==> config.mk <==
export PLATFORM = sky130hd
export DESIGN_NAME = pfld_alu
export DESIGN_NICKNAME = d
export VERILOG_FILES = /design/src/hw/rtl/pfld_pkg.sv /design/src/hw/rtl/pfld_alu.sv
export SDC_FILE = /design/constraint.sdc
export NUM_CORES = 1
export LEC_CHECK = 0
export BUFFER_PORTS_ARGS = -buffer_cell sky130_fd_sc_hd__buf_2
export CORE_AREA = 2 2 39 41
export DETAILED_ROUTE_END_ITERATION = 16
export DIE_AREA = 0 0 41 43
export PLACE_DENSITY = 0.73
export RECOVER_POWER = 100
export SYNTH_ARGS = -nofsm -noshare
export SYNTH_HDL_FRONTEND = slang
export SYNTH_SLANG_ARGS = --single-unit
==> constraint.sdc <==
create_clock -name vclk -period 1.76
set_clock_uncertainty 0.05 [all_clocks]
set_input_delay 0.352 -clock vclk [all_inputs]
set_output_delay 0.352 -clock vclk [all_outputs]
set_load 0.05 [all_outputs]
==> src/hw/rtl/pfld_pkg.sv <==
// Shared constants, codes, types and the span mask function of the line drawer.
package pfld_pkg;

    localparam int SCREEN_WIDTH  = 128;
    localparam int SCREEN_HEIGHT = 64;
    localparam int PAGE_COUNT    = (SCREEN_HEIGHT + 7) / 8;
    localparam int FRAME_SIZE    = SCREEN_WIDTH * PAGE_COUNT;
    localparam int ADDR_W        = $clog2(FRAME_SIZE);
    localparam int CNT_W         = $clog2(FRAME_SIZE + 1);
    localparam int COL_W         = $clog2(SCREEN_WIDTH);
    localparam int CRD_W         = 18;

    typedef enum logic [2:0] {
        MODE_PIXEL = 3'd0,
        MODE_HRUN  = 3'd1,
        MODE_VRUN  = 3'd2,
        MODE_CLEAR = 3'd3,
        MODE_READ  = 3'd4
    } t_mode;

    typedef enum logic [1:0] {
        COLOR_BLACK  = 2'd0,
        COLOR_WHITE  = 2'd1,
        COLOR_INVERT = 2'd2
    } t_color;

    typedef enum logic [2:0] {
        S_WIPE,
        S_IDLE,
        S_CLIP,
        S_PLAN,
        S_RD,
        S_WR,
        S_FETCH,
        S_DONE
    } t_state;

    typedef struct packed {
        logic              rd_en;
        logic              wr_en;
        logic [ADDR_W-1:0] addr;
        logic [7:0]        wdata;
    } t_ram_req;

    function automatic logic [7:0] f_span_mask(input logic [2:0] lo, input logic [3:0] hi);
        logic [7:0] m;
        for (int i = 0; i < 8; i++) begin
            m[i] = (4'(i) >= {1'b0, lo}) && (4'(i) < hi);
        end
        return m;
    endfunction

endpackage

==> src/hw/rtl/pfld_alu.sv <==
// Shared byte update unit that clears, sets or toggles the masked bits.
module pfld_alu
    import pfld_pkg::*;
(
    input  logic [7:0] i_byte,
    input  logic [7:0] i_mask,
    input  logic [1:0] i_color,
    output logic [7:0] o_byte
);

    always_comb begin
        case (i_color)
            COLOR_BLACK:  o_byte = i_byte & ~i_mask;
            COLOR_WHITE:  o_byte = i_byte | i_mask;
            COLOR_INVERT: o_byte = i_byte ^ i_mask;
            default:      o_byte = i_byte;
        endcase
    end

endmodule

==> flow_metrics.env, run 1 <==
export IMPL_critPathMaxFanout=3
export IMPL_use_met2_pct=30.6
export IMPL_drive_above_1_share_pct=79.2
export IMPL_busiest_layer="met2"
export IMPL_syn_avg_cell_area_um2=9.86
export IMPL_intPower_w=0.000157
export IMPL_netSwitchingFraction_pct=50.3
export IMPL_final_cell_mix="buf_6, inv_4"
export IMPL_status="complete, no violations"
export IMPL_hold_viol_final=0
export IMPL_post_route_util_pct=68.5
export IMPL_stdcell_count=93
export IMPL_postRouteAntennaNets=0
export IMPL_synth_area_leaders="ha_1, mux4_2, inv_1"
export IMPL_design_final_nets=113
export IMPL_yosysSeqAreaShare_pct=0
export IMPL_n_antenna_cell=0
export IMPL_grt_overflow=0
export IMPL_power_frac_comb_pct=100.0
export IMPL_power_switching_w=0.000159
export IMPL_max_freq_mhz=572
export IMPL_antenna_found_initial=0
export IMPL_groute_layer_met1_usage_pct=16.7
export IMPL_synthesis_area_um2=493
export IMPL_via_per_inst=4.77
export IMPL_yosysUniqueCellTypes=4
export IMPL_crit_type="primary input to output port"
export IMPL_firstDrtPassIters=3
export IMPL_cp_end_kind="output port"
export IMPL_dp_cells=93
export IMPL_grt_max_degree=9
export IMPL_synth_top_area_cell="ha_1"
export IMPL_drt_wl_total_um=1130
export IMPL_tightestPinTransition_ns=0.151
export IMPL_worst_ir_drop_vdd_uv=175
export IMPL_grt_use_met3_pct=0
export IMPL_die_x_um=41
export IMPL_grt_pass1_wl_um=1920
export IMPL_synth_nets=84
export IMPL_hold_class="primary input to output port"
export IMPL_p_leak_nw=0.448
export IMPL_areaGrowthSynthToFinish_pct=92.4
export IMPL_n_fill_cell=107
export IMPL_register_area_um2=0
export IMPL_pwr_share_clk_pct=0
export IMPL_cp_required_ns=1.36
export IMPL_grt_usage_pct=15.0
export IMPL_rows=14
export IMPL_place_port_buffers=26
export IMPL_relSlewSlack_pct=90.0
export IMPL_maxCapViolCount=0
export IMPL_design_core_area_mm2=0.00138
export IMPL_drt_first_iter_violations=4
export IMPL_timing_hold_ws_ns=1.11
export IMPL_worst_setup_path_start_kind="primary input"
export IMPL_crit_arrival_ns=1.35
export IMPL_gp_congestion=0.586
export IMPL_startpoint="i_byte[3]"
export IMPL_crit_end="o_byte[3]"
export IMPL_mostFrequentLayoutCell="buf_6"
export IMPL_finalSetupViolations=0
export IMPL_drcViolationCount=0
export IMPL_ys_warn_count=0
export IMPL_post_dp_hpwl_um=808
export IMPL_nFlopsAndLatches=0
export IMPL_die_h_um=43
export IMPL_nClkBuffers=0
export IMPL_rsz0062_at_grt="true"
export IMPL_start_util_pct=35.6
export IMPL_die_area_mm2=0.00176
export IMPL_period_share_pct=99.4
export IMPL_grt_pass1_vias=492
export IMPL_synth_top_area_share_pct=40.6
export IMPL_io_pins=26
export IMPL_finalMaxSlewViolations=0
export IMPL_seq_power_share_pct=0
export IMPL_powerDensity_mw_per_mm2=333
export IMPL_synth_cells=50
export IMPL_num_vias=444
export IMPL_p_total_w=0.000316
export IMPL_post_drt_wl_per_cell_um=12.2
export IMPL_min_period_ns=1.75
[worst max-delay path: stages]
cell,delay [ns]
buf_6,0.10
inv_2,0.06
ha_4,0.20
mux4_2,0.47
buf_8,0.17
[how the worst min path moves through the flow]
stage,startpoint,end,slack (ns),depth (start not counted)
3_3_place_gp,i_byte[3],o_byte[3],1.22,3
6_report,i_byte[6],o_byte[6],1.11,3
2_1_floorplan,i_byte[0],o_byte[0],1.05,1
5_1_grt,i_byte[6],o_byte[6],1.13,3
3_5_place_dp,i_byte[4],o_byte[4],1.22,3
4_1_cts,i_byte[4],o_byte[4],1.11,3
[cells in the mapped netlist, drive strengths merged]
cell   n
inv   24
buf    2
mux4   8
ha    16
[cell type report]
type | count | area, um2 | share of cell area [%]
inverter | 24 | 113 | 11.9
multi-input combinational | 24 | 480 | 50.7
tap | 16 | 20.0 | 2.11
timing repair buffer | 29 | 335 | 35.4
[metal layers]
layer | routed length [um] | up-vias | share of wire (%)
met4 | 0 | 0 | 0
met5 | 0 | - | 0
met2 | 682 | 16 | 60
met3 | 45 | 0 | 4.0
met1 | 405 | 216 | 36
li1 | - | 212 | -
[per-stage QoR]
| step | area, um2 | setup slack, ns | setup TNS, ns |
|---|---|---|---|
| 6_report | 948 | 0.0108 | 0 |
| 5_1_grt | 948 | 0.000478 | 0 |
| 4_1_cts | 895 | 0.000260 | 0 |
| 3_5_place_dp | 643 | -0.106 | -0.622 |
| 3_3_place_gp | 643 | -0.0627 | -0.457 |
| 2_1_floorplan | 493 | 0.102 | 0 |
[cell families after synthesis]
family | synth area share (%)
adders and majority gates | 40.6
buffers and inverters | 22.8
muxes | 36.5
[repair_timing]
action,4_1_cts,5_1_grt
hold buffers,0,0
gates resized for setup,55,20
setup buffers,0,0
endpoints found under the setup margin,8,8
pin swaps,8,7
[power by group through the flow]
stage	registers [W]	logic, W	clock network [W]
6_report	0	0.000316	0
5_1_grt	0	0.000337	0
4_1_cts	0	0.000301	0
3_5_place_dp	0	0.000209	0
3_3_place_gp	0	0.000203	0
2_1_floorplan	0	0.000155	0
Note: power is estimated with default switching activity, not from simulation.
==> inputs of run 2 (changes only) <==
- CORE_AREA: 2 2 39 41 -> default
- CORE_MARGIN: default -> 2
- CORE_UTILIZATION: default -> 38
- DIE_AREA: 0 0 41 43 -> default
- PLACE_DENSITY: 0.73 -> 0.74
==> run 2 against run 1 <==
The flow now finishes with violations (negative setup slack). Global-route usage increased by 4.2 points. Count of clock-buffer cells in the layout unchanged. Final cell count decreased by 3.2%. Critical path depth unchanged. Highest routed layer is now met4. Critical path type unchanged. Final area decreased by 0.66%.
==> flow_metrics.env, run 2 (synthesized netlist as in run 1, its figures left out) <==
export IMPL_timing_hold_ws_ns=1.12
export IMPL_final_cell_mix="buf_6, buf_8"
export IMPL_p_leak_nw=0.445
export IMPL_min_period_ns=1.76
export IMPL_start_util_pct=42.6
export IMPL_rows=12
export IMPL_status="finished with violations"
export IMPL_powerDensity_mw_per_mm2=341
export IMPL_stdcell_count=90
export IMPL_via_per_inst=5.04
export IMPL_nClkBuffers=0
export IMPL_crit_slowest_cell="mux4_2"
export IMPL_finalMaxSlewViolations=0
export IMPL_drive_above_1_share_pct=78.9
export IMPL_path_cells="buf_6 -> inv_2 -> ha_4 -> mux4_2 -> buf_8"
export IMPL_cts_hold_buf=0
export IMPL_intPower_w=0.000158
export IMPL_drt_wl_total_um=1500
export IMPL_tightestPinTransition_ns=0.156
export IMPL_io_pins=26
export IMPL_max_freq_mhz=568
export IMPL_worst_setup_path_start_kind="primary input"
export IMPL_nFlopsAndLatches=0
export IMPL_power_switching_w=0.000163
export IMPL_postRouteAntennaNets=0
export IMPL_drcViolationCount=0
export IMPL_fin_ws_ns=-0.000876
export IMPL_n_fill_cell=77
export IMPL_pwr_share_clk_pct=0
export IMPL_netSwitchingFraction_pct=50.8
export IMPL_crit_type="primary input to output port"
export IMPL_hold_class="primary input to output port"
export IMPL_period_share_pct=100
export IMPL_antenna_found_initial=0
export IMPL_rsz0062_at_grt="true"
export IMPL_postCtsSetupBuffers=0
export IMPL_dp_cells=90
export IMPL_slowest_delay_ns=0.49
export IMPL_maxCapViolCount=0
export IMPL_n_antenna_cell=0
export IMPL_cp_end_kind="output port"
export IMPL_gp_congestion=0.571
export IMPL_grt_max_degree=9
export IMPL_grt_overflow=0
export IMPL_post_route_util_pct=81.5
export IMPL_die_h_um=40.0
export IMPL_p_total_w=0.000321
export IMPL_path_buf_inv=3
export IMPL_areaGrowthSynthToFinish_pct=91.1
export IMPL_seq_power_share_pct=0
export IMPL_crit_arrival_ns=1.36
export IMPL_relSlewSlack_pct=89.6
export IMPL_violations="negative setup slack"
export IMPL_grt_pass1_vias=492
export IMPL_drt_first_iter_violations=2
export IMPL_die_x_um=40.0
export IMPL_design_core_area_mm2=0.00116
export IMPL_finalSetupViolations=1
export IMPL_post_dp_hpwl_um=859
export IMPL_setup_tns_final_ns=-0.000876
export IMPL_hold_viol_final=0
export IMPL_register_area_um2=0
export IMPL_power_frac_comb_pct=100.0
export IMPL_grt_usage_pct=19.2
export IMPL_critPathMaxFanout=3
export IMPL_grt_pass1_wl_um=2020
export IMPL_place_port_buffers=26
export IMPL_mostFrequentLayoutCell="buf_6"
export IMPL_worst_ir_drop_vdd_uv=185
export IMPL_die_area_mm2=0.00160
export IMPL_firstDrtPassIters=2
export IMPL_critPathTopFamily="multiplexers"
export IMPL_design_final_nets=112
export IMPL_num_vias=454
export IMPL_cp_required_ns=1.36
export IMPL_post_drt_wl_per_cell_um=16.7
## run 2: cell types whose count changed in the layout (fill, tap and decap cells not counted)
cell	before	now
clkbuf_4	0	1
buf_6	16	15
buf_8	8	9
inv_2	7	8
inv_4	9	7
buf_4	4	2
inv_6	0	1
## run 2: metrics by stage
step | setup slack [ns] | cell area, um2
2_1_floorplan | 0.102 | 493
3_3_place_gp | -0.0695 | 633
3_5_place_dp | -0.119 | 633
4_1_cts | 0.00113 | 906
5_1_grt | -0.0162 | 942
6_report | -0.000876 | 942
## run 2: timing repair
| action | in CTS | in global routing |
|---|---|---|
| setup endpoints to repair | 8 | 8 |
| pin swaps | 8 | 5 |
| gates resized for setup | 60 | 16 |
## run 2: routing by layer
layer / share of wire (%) / track usage, % / vias to the layer above / wire length (um)
met3: 2.8 / 0.556 / 10 / 42
met4: 7.7 / 6.03 / 0 / 116
li1: - / - / 210 / -
met5: 0 / 0 / - / 0
met1: 28 / 16.2 / 213 / 425
met2: 61 / 44.4 / 21 / 918
## run 2: final cells by class
type	count	area, um2	share of cell area, %
multi-input cells	24	480	51.0
repair buffers	28	332	35.2
well taps	14	17.5	1.86
inverters	24	113	12.0
## run 2: power by group through the flow
stage | clock, W | combinational, W | sequential [W]
finish | 0 | 0.000321 | 0
global route | 0 | 0.000342 | 0
CTS | 0 | 0.000304 | 0
detailed placement | 0 | 0.000209 | 0
global placement | 0 | 0.000202 | 0
floorplan | 0 | 0.000155 | 0
## run 2: final timing paths
path	startpoint	endpoint	slack, ns	cells after the start
hold / removal	i_byte[6]	o_byte[6]	1.12	3
setup / recovery	i_byte[4]	o_byte[4]	-0.0009	5
